### config.mk
export PLATFORM = sky130hd
export DESIGN_NAME = vsu_ctrl
export DESIGN_NICKNAME = d
export VERILOG_FILES = /design/src/hw/rtl/variance_stddev_unit_top_macros.svh /design/src/hw/rtl/vsu_pkg.sv /design/src/hw/rtl/vsu_ctrl.sv
export SDC_FILE = /design/constraint.sdc
export NUM_CORES = 1
export LEC_CHECK = 0
export BUFFER_PORTS_ARGS = -buffer_cell sky130_fd_sc_hd__buf_2
export CAP_MARGIN = 25
export CORE_UTILIZATION = 46
export CTS_CLUSTER_DIAMETER = 120
export DETAILED_ROUTE_END_ITERATION = 12
export HOLD_SLACK_MARGIN = 0.12
export PLACE_DENSITY = 0.8
export SYNTH_ARGS = -nofsm -noshare
export SYNTH_HDL_FRONTEND = slang
export SYNTH_SLANG_ARGS = --single-unit
export TNS_END_PERCENT = 1
### constraint.sdc
create_clock -name clk -period 2.1 [get_ports clk]
set_input_delay 0.42 -clock clk [delete_from_list [all_inputs] [get_ports clk]]
set_output_delay 0.42 -clock clk [all_outputs]
set_load 0.05 [all_outputs]
### src/hw/rtl/variance_stddev_unit_top_macros.svh
// assertion macros for the variance unit
`ifndef VARIANCE_STDDEV_UNIT_TOP_MACROS_SVH
`define VARIANCE_STDDEV_UNIT_TOP_MACROS_SVH

// same-cycle implication, checked outside reset
`define VSU_ASSERT_NOW(lbl, ante, cons, msg) \
  lbl: assert property (@(posedge clk) disable iff (!rst_n) (ante) |-> (cons)) \
    else $error(msg);

// next-cycle implication, checked outside reset
`define VSU_ASSERT_NEXT(lbl, ante, cons, msg) \
  lbl: assert property (@(posedge clk) disable iff (!rst_n) (ante) |=> (cons)) \
    else $error(msg);

`endif

### src/hw/rtl/vsu_pkg.sv
// ----------------------------------------------------------------------------
// vsu_pkg
// Shared types and constants of the variance / standard deviation unit.
// ----------------------------------------------------------------------------
package vsu_pkg;

  localparam int unsigned SAMPLE_W   = 16;
  localparam int unsigned FRAC_W     = 16;
  localparam int unsigned VALUE_W    = 48;
  localparam int unsigned ROOT_IN_W  = 64;
  localparam int unsigned ROOT_W     = 32;
  localparam int unsigned DDOF_W     = 4;
  localparam int unsigned CFG_IDX_W  = 2;
  localparam int unsigned CFG_DATA_W = 4;

  // register indexes
  localparam logic [CFG_IDX_W-1:0] CFG_STD_MODE = 2'd0;
  localparam logic [CFG_IDX_W-1:0] CFG_DDOF     = 2'd1;

  typedef struct packed {
    logic signed [SAMPLE_W-1:0] sample;
    logic                       last;
  } in_req_t;

  typedef struct packed {
    logic [VALUE_W-1:0] value;
    logic               error;
    logic               overflow;
  } out_res_t;

  // controller to datapath
  typedef struct packed {
    logic load;
    logic check;
    logic mean_go;
    logic mu_load;
    logic pass_go;
    logic var_go;
    logic var_load;
    logic root_go;
    logic root_load;
    logic emit;
  } vsu_cmd_t;

  // datapath to controller
  typedef struct packed {
    logic too_few;
    logic div_done;
    logic pass_done;
    logic root_done;
    logic std_mode;
  } vsu_sts_t;

endpackage

### src/hw/rtl/vsu_ctrl.sv
// ----------------------------------------------------------------------------
// vsu_ctrl
// Controller: takes samples, then sequences mean, deviation pass,
// division, optional square root and result.
// ----------------------------------------------------------------------------
module vsu_ctrl (
  input  logic              clk,
  input  logic              rst_n,
  input  logic              start,
  input  logic              last,
  output logic              busy,
  output vsu_pkg::vsu_cmd_t cmd,
  input  vsu_pkg::vsu_sts_t sts
);

  typedef enum logic [10:0] {
    ST_IDLE      = 11'b000_0000_0001,
    ST_CHECK     = 11'b000_0000_0010,
    ST_MEAN_GO   = 11'b000_0000_0100,
    ST_MEAN_WAIT = 11'b000_0000_1000,
    ST_PASS_GO   = 11'b000_0001_0000,
    ST_PASS_WAIT = 11'b000_0010_0000,
    ST_VAR_GO    = 11'b000_0100_0000,
    ST_VAR_WAIT  = 11'b000_1000_0000,
    ST_ROOT_GO   = 11'b001_0000_0000,
    ST_ROOT_WAIT = 11'b010_0000_0000,
    ST_EMIT      = 11'b100_0000_0000
  } state_t;

  state_t state_r;
  state_t state_nxt;

  // next state and commands
  always_comb begin
    state_nxt = state_r;
    cmd       = '0;
    case (state_r)
      ST_IDLE: begin
        cmd.load = start;
        if (start && last) begin
          state_nxt = ST_CHECK;
        end
      end
      ST_CHECK: begin
        cmd.check = 1'b1;
        state_nxt = sts.too_few ? ST_EMIT : ST_MEAN_GO;
      end
      ST_MEAN_GO: begin
        cmd.mean_go = 1'b1;
        state_nxt   = ST_MEAN_WAIT;
      end
      ST_MEAN_WAIT: begin
        if (sts.div_done) begin
          cmd.mu_load = 1'b1;
          state_nxt   = ST_PASS_GO;
        end
      end
      ST_PASS_GO: begin
        cmd.pass_go = 1'b1;
        state_nxt   = ST_PASS_WAIT;
      end
      ST_PASS_WAIT: begin
        if (sts.pass_done) begin
          state_nxt = ST_VAR_GO;
        end
      end
      ST_VAR_GO: begin
        cmd.var_go = 1'b1;
        state_nxt  = ST_VAR_WAIT;
      end
      ST_VAR_WAIT: begin
        if (sts.div_done) begin
          cmd.var_load = 1'b1;
          state_nxt    = sts.std_mode ? ST_ROOT_GO : ST_EMIT;
        end
      end
      ST_ROOT_GO: begin
        cmd.root_go = 1'b1;
        state_nxt   = ST_ROOT_WAIT;
      end
      ST_ROOT_WAIT: begin
        if (sts.root_done) begin
          cmd.root_load = 1'b1;
          state_nxt     = ST_EMIT;
        end
      end
      ST_EMIT: begin
        cmd.emit  = 1'b1;
        state_nxt = ST_IDLE;
      end
      default: begin
        state_nxt = ST_IDLE;
      end
    endcase
  end

  always_ff @(posedge clk) begin
    if (!rst_n) begin
      state_r <= ST_IDLE;
    end else begin
      state_r <= state_nxt;
    end
  end

  assign busy = (state_r != ST_IDLE);

endmodule

* Yosys cells after proc, flatten, opt, wreduce, memory -nomap -nowiden
Cells that the tools add are included.
W data, S select, Z words.
** Storage, ports and cells
- Register bits after elaboration :: 11
- Output and inout port bits :: 11
- Logic and storage cells :: 40
** Operators by class
- Equal/unequal tests :: 17
- Mux-type cells :: 20
- Reduce and logical (&&, ||, !) cells :: 2
** Operators by type and width (number)
- $pmux W11 S10 :: 1
- $mux W11 :: 7
- $mux W1 :: 12
- $eq A11 B1 Y1 const B :: 1
- $eq A11 B10 Y1 const B :: 1
- $eq A11 B11 Y1 const B :: 1
- $eq A11 B2 Y1 const B :: 1
- $eq A11 B3 Y1 const B :: 1
- $eq A11 B4 Y1 const B :: 1
- $eq A11 B5 Y1 const B :: 1
- $eq A11 B6 Y1 const B :: 1
- $eq A11 B7 Y1 const B :: 1
- $eq A11 B8 Y1 const B :: 1
- $eq A11 B9 Y1 const B :: 1
- $ne A11 B1 Y1 const B :: 1
- $ne A2 B2 Y1 const B :: 5
- $reduce_and A5 Y1 :: 1
- $logic_and A1 B1 Y1 :: 1

* Longest topological paths before layout
Gate-level depths: netlist of the first run.
- Word-level depth :: 3
- Mapped depth :: 5
- Gate-level depth less buffers :: 5

* Least setup slack after synthesis of the first run
No wires, ideal clock.
- Path type :: register to output
- Start point :: register state_r[8]
- End point :: output port cmd[9] (netlist bit)
- Arrival :: 2193 ps
- Required time :: 1680 ps
- Setup slack :: -513 ps
- Cell stages (with the launch flop) :: 4
- Path buffers :: 0
- Cell sequence :: dfxtp_1 nor3_2 nand3_1 nor2_1
** RTL lines
- start, declared :: line vsu_ctrl.sv:30 : state_t state_r;
- start signal, assigned :: line vsu_ctrl.sv:101 : state_r <= state_nxt;
- end, declared :: line vsu_ctrl.sv:12 : output vsu_pkg::vsu_cmd_t cmd,

==> reports/qor.yml, run 1 <==
status:
  status: "complete, but fails checks"
  failed_checks: "negative setup slack"
layout:
  max_flop_register: "state_r"
  largestRegisters: "state_r: 11 flops"
  area_growth_pct: 40.72
  drive_gt1_frac: 0.5462
  fin_util: 0.7013
  largest_register_ffs: 11
  nets: 129
  n_antenna_cell: 0
worst_setup_path:
  path_buf_inv: 1
  critPathSlowestCell: "or4_4"
  crit_required_ns: 1.68
  path_cells: "or4_4 -> or3_4 -> nor2_4 -> buf_6"
  cp_top_family: "simple AND/OR/NAND/NOR gates"
  crit_type: "reg -> out"
  arrival_ns: 1.79
  cp_max_fo: 3
  worstSetupStartpointType: "flip-flop"
  max_stage_delay_ns: 0.54
  crit_path_end_kind: "output pin"
sta:
  setup_violations: 5
  slew_headroom: 0.7022
  hold_viol_final: 0
  slew_viol_final: 0
  timing.final.ws_setup_ns: -0.1085
  fin_crit_sh: 1.052
  worstMarginPinSlew_ns: 0.4453
  period_needed_ns: 2.209
  rsz0062_at_grt: "true"
  fmax_mhz: 452.8
  clock_skew_ns: 0.005202
  fin_tns_setup_ns: -0.2233
logic_synthesis:
  synth-compound-area-share: 0.1140
  synth_top_family_by_area: "simple AND/OR/NAND/NOR gates"
  synth_xor_xnor_area_share: 0.01140
  seq_area_frac_synth: 0.2866
  avgSynthCellArea_sq_um: 9.369
  synth.net_count: 91
  synth_area_sq_um: 768.2
  synth_cell_types: 34
  synthAdderAreaFrac: 0
  synthesis.instances: 82
  yosysWarnings: 0
  ys_ff_latch: 11
  synth_mux_area_frac: 0
  yosys.area_share.simple: 0.5489
drt:
  via_count: 814
  wire_per_inst_um: 15.83
  drc: 0
  wirelength_um: 2137
  viasPerCell: 6.030
  dr.pass1.iters: 4
  ant_nets: 0
  drt_iter0_drc: 39
pwr:
  irDropWorstVdd_mv: 0.5003
  powerDensity_nw_per_um2: 575.6
  leakagePower_nw: 0.4439
  p_total_mw: 0.6222
grt:
  antenna_found_initial: 0
  grt_max_degree: 11
  grtUsageTotal: 0.2557
  grt_pass1_vias: 782
  grt_first_pass_wirelength_um: 3408
  grt-ovfl-total: 0
placement:
  place_congestion: 0.8650
  dp_hpwl_um: 1567
  dpl_worst_slack_ns: 0.08878
  portBuffers: 19
clock_tree:
  cts_sinks: 11
  tritoncts: "built"
  root_buffer: "clkbuf_4"
  postCtsHoldBufs: 0
  cts_max_path_buffers: 2
  htreeDepth: 1
  cts_buffers: 3
  cts.clk_slew.worst_paths_ns: 0.07
  clk_latency_ns: 0.27
floorplanning:
  die_h_um: 42.87
  num_rows: 14
  start_util: 0.4984
  chipWidth_um: 42.87
  ios: 20
  core_sq_um: 1541
  dieArea_sq_um: 1837
flow_run:
  drv_cap: 0
hold_path:
  hold_class: "in -> reg"
## power by group
part	total, mW	switching [mW]	internal, mW
clock network	0.145	0.0717	0.0735
logic	0.249	0.145	0.103
registers	0.228	0.0107	0.218
total	0.622	0.228	0.395
## worst reg2reg max path: stages (launching register included)
cell and delay [ns]:
dfxtp_1 0.31, or4_4 0.54, or3_4 0.40, buf_4 0.15
o22ai_1 0.22, o31ai_1 0.12
## cells in the mapped netlist
cell type	n	share of area
xnor2_1	1	0.011
buf_6	1	0.015
o22ai_1	1	0.0081
a222oi_1	1	0.013
and3_2	1	0.0098
nor2_1	9	0.044
nor4_4	1	0.028
and4_4	1	0.015
nand4_1	1	0.0081
and3_1	3	0.024
and4_2	1	0.013
o221a_1	2	0.029
nand3_1	3	0.020
o21ai_0	1	0.0065
nor4b_1	6	0.068
nand2b_1	2	0.016
nor4_2	5	0.081
a211oi_1	1	0.0098
dfxtp_1	11	0.29
o31ai_1	1	0.0098
nand2_1	2	0.0098
a211oi_2	1	0.016
or4_4	3	0.044
inv_1	5	0.024
nand3_2	2	0.026
or4_1	2	0.020
or3b_2	1	0.011
or3_1	1	0.0081
a21oi_4	1	0.021
nor3b_1	1	0.0098
nor3_1	2	0.013
nor3_2	3	0.039
or2_2	1	0.0081
nor2b_1	4	0.033
## repair_timing
action	in CTS	in global routing
buffers inserted	0	1
pin swaps	0	1
resized for setup	8	14
setup endpoints to repair	11	10
## per-layer routing
| metal | global-route usage | wire, um | part of all wire |
|---|---|---|---|
| met1 | 0.3264 | 869 | 0.41 |
| met2 | 0.3939 | 1055 | 0.49 |
| met3 | 0.05532 | 145 | 0.068 |
| met4 | 0.1438 | 66 | 0.031 |
| met5 | 0 | 0 | 0 |
## cells by family after synthesis
kind of cell | Yosys count
XOR/XNOR | 1
AO/OA/AOI/OAI | 9
buffers and inverters | 6
AND/OR/NAND/NOR | 55
flip-flops | 11
## layout make-up
cell class | count | area [sq um]
well taps | 16 | 20.02
clock buffers | 4 | 26.28
fillers | 126 | 460.4
multi-input cells | 65 | 553.0
flip-flops and latches | 11 | 221.5
repair buffers | 34 | 241.5
inverters | 5 | 18.77
## final timing paths
check / startpoint / endpoint / slack [ns] / cells past startpoint
max: state_r[2] / cmd[2] / -0.11 / 4
min: sts[4] / state_r[2] / 0.35 / 2
min reg2reg: state_r[5] / state_r[6] / 0.68 / 3
max reg2reg: state_r[2] / state_r[0] / 0.24 / 5
## per-stage QoR
stage               cell area [sq um]  std cells  hold slack [ns]
floorplan                       775.7         82           0.4910
global placement                984.7        130           0.5824
detailed placement              984.7        130           0.5876
CTS                              1040        134           0.3437
global route                     1081        135           0.3339
finish                           1081        135           0.3481
## placed cells by master (no fill, tap or decap), drive strengths merged, types with 2 or more instances in the layout
cell,instances
and4,2
dfxtp,11
nor3,5
nand2b,2
nor2,9
a211oi,2
nor4,6
nand3,5
and3,4
nor4b,6
nor2b,4
buf,31
clkbuf,7
inv,5
o221a,2
or4,5
nand2,2
(Power assumes the default switching activity.)
==> run 2: changes to the inputs <==
REMOVE_ABC_BUFFERS = 1   (was unset)
==> reports/qor.yml, run 2 (same netlist as run 1, synthesis figures left out) <==
grt:
  grtUsageTotal: 0.2406  # -0.01515
  grt_max_degree: 11  # unchanged
  grt-busiest-layer: "met2"
  use_met3: 0.03830  # -0.01702
  grt-ovfl-total: 0  # unchanged
  antenna_found_initial: 0  # unchanged
  grt_first_pass_wirelength_um: 3381  # -0.79%
  use_met1: 0.3151  # -0.01127
  use_met2: 0.3879  # -0.006061
  grt_pass1_vias: 771  # -1.4%
floorplanning:
  core_sq_um: 1541  # unchanged
  die_h_um: 42.87  # unchanged
  num_rows: 14  # unchanged
  ios: 20  # unchanged
  chipWidth_um: 42.87  # unchanged
  dieArea_sq_um: 1837  # unchanged
  start_util: 0.4984  # unchanged
layout:
  max_flop_register: "state_r"
  area_growth_pct: 41.37
  largest_register_ffs: 11  # unchanged
  layout_common_cells: "buf_4, buf_2, dfxtp_1, nor2_1, clkbuf_4"
  drive_gt1_frac: 0.5630  # +0.01681
  largestRegisters: "state_r: 11 flops"
  final_common_cell: "buf_4"
  nets: 129  # unchanged
  fin_cells: 135  # unchanged
  fin_util: 0.7045  # +0.003246
  n_antenna_cell: 0  # unchanged
worst_setup_path:
  worstSetupStartpointType: "flip-flop"
  crit_path_end_kind: "output pin"
  cp_max_fo: 3  # unchanged
  max_stage_delay_ns: 0.55  # about the same
  path_cells: "or4_4 -> or3_4 -> nor2_4 -> buf_6"
  crit_type: "reg -> out"
  path_buf_inv: 1  # unchanged
  critPathSlowestCell: "or4_4"
  arrival_ns: 1.78  # about the same
  crit_required_ns: 1.68  # about the same
  cp_top_family: "simple AND/OR/NAND/NOR gates"
drt:
  via_count: 831  # +2.1%
  viasPerCell: 6.156  # +2.1%
  wirelength_um: 2019  # -5.5%
  drt_iter0_drc: 27  # -31%
  wire_per_inst_um: 14.96  # -5.5%
  drc: 0  # unchanged
  ant_nets: 0  # unchanged
  dr.pass1.iters: 4  # unchanged
sta:
  timing.final.ws_setup_ns: -0.1017  # +0.006829 ns
  rsz0062_at_grt: "true"
  fmax_mhz: 454.2  # +0.31%
  slew_headroom: 0.7209  # +0.01874
  hold_viol_final: 0  # unchanged
  fin_crit_sh: 1.048  # -0.003252
  setup_violations: 3  # -2
  slew_viol_final: 0  # unchanged
  period_needed_ns: 2.202  # -0.006829 ns
  worstMarginPinSlew_ns: 0.4173  # -0.02801 ns
  clock_skew_ns: 0.009558  # +0.004356 ns
pwr:
  combPwrFrac: 0.412  # +0.012
  p_sw_frac: 0.3612  # -0.004505
  leakagePower_nw: 0.4467  # +0.61%
  powerDensity_nw_per_um2: 572.9  # -0.47%
  clkPwrFrac: 0.230  # -0.003
  switching_power_mw: 0.2248  # -1.2%
  pwr-share-seq: 0.358  # -0.009
  p_int_mw: 0.3974  # +0.70%
  irDropWorstVdd_mv: 0.4757  # -4.9%
clock_tree:
  cts.clk_slew.worst_paths_ns: 0.08  # about the same
  htreeDepth: 1  # unchanged
  cts_sinks: 11  # unchanged
  cts_buffers: 3  # unchanged
  clk_latency_ns: 0.26  # about the same
  cts_max_path_buffers: 2  # unchanged
  root_buffer: "clkbuf_4"
  postCtsHoldBufs: 0  # unchanged
  tritoncts: "built"
placement:
  place_congestion: 0.8601  # -0.57%
  portBuffers: 19  # unchanged
  dp.cells: 130  # unchanged
  dp_hpwl_um: 1527  # -2.5%
status:
  failed_checks: "negative setup slack"
  status: "complete, but fails checks"
flow_run:
  drv_cap: 0  # unchanged
hold_path:
  hold_class: "in -> reg"
run 2: cell counts in the layout (fill, tap and decap cells not counted):
Identical to the previous run, type by type.
run 2: layer usage:
metal | vias up | wire [um]
met2 | 45 | 991
li1 | 397 | -
met3 | 4 | 160
met5 | - | 0
met1 | 385 | 841
met4 | 0 | 25
run 2: final cells by class:
type | instances | area [sq um]
multi-input combinational | 65 | 560.5
timing repair buffer | 34 | 237.7
sequential | 11 | 222.7
fill | 122 | 455.4
clock buffer | 4 | 26.28
inverter | 5 | 18.77
tap | 16 | 20.02
run 2: repair_timing:
item,CTS,global route
resized for setup,9,16
setup buffers,1,0
pin swaps,4,1
hold endpoints to repair,0,0
setup endpoints to repair,9,11
run 2: final timing paths:
check             start          to  slack, ns  cells after the start
max          state_r[4]      cmd[2]      -0.10                      4
min              sts[4]  state_r[2]       0.35                      2
max reg2reg  state_r[4]  state_r[0]       0.24                      5
min reg2reg  state_r[5]  state_r[6]       0.66                      3
run 2: metrics by stage:
stage	TNS [ns]	cell area [sq um]	power [mW]	setup slack [ns]	hold slack [ns]
finish	-0.1740	1086	0.6222	-0.1017	0.3545
CTS	-0.1895	1044	0.6105	-0.09680	0.3530
floorplan	-1.182	757.0	0.3794	-0.5133	0.4910
global route	-0.5094	1086	0.6498	-0.1478	0.3476
detailed placement	0	977.2	0.4666	0.06463	0.5760
global placement	0	977.2	0.4627	0.08651	0.5712
run 2: power by group through the flow:
stage / Clock (mW) / Sequential [mW] / Combinational, mW
CTS: 0.143 / 0.223 / 0.245
detailed placement: 0 / 0.228 / 0.239
global placement: 0 / 0.227 / 0.235
global route: 0.155 / 0.223 / 0.272
finish: 0.143 / 0.223 / 0.256
floorplan: 0 / 0.234 / 0.145
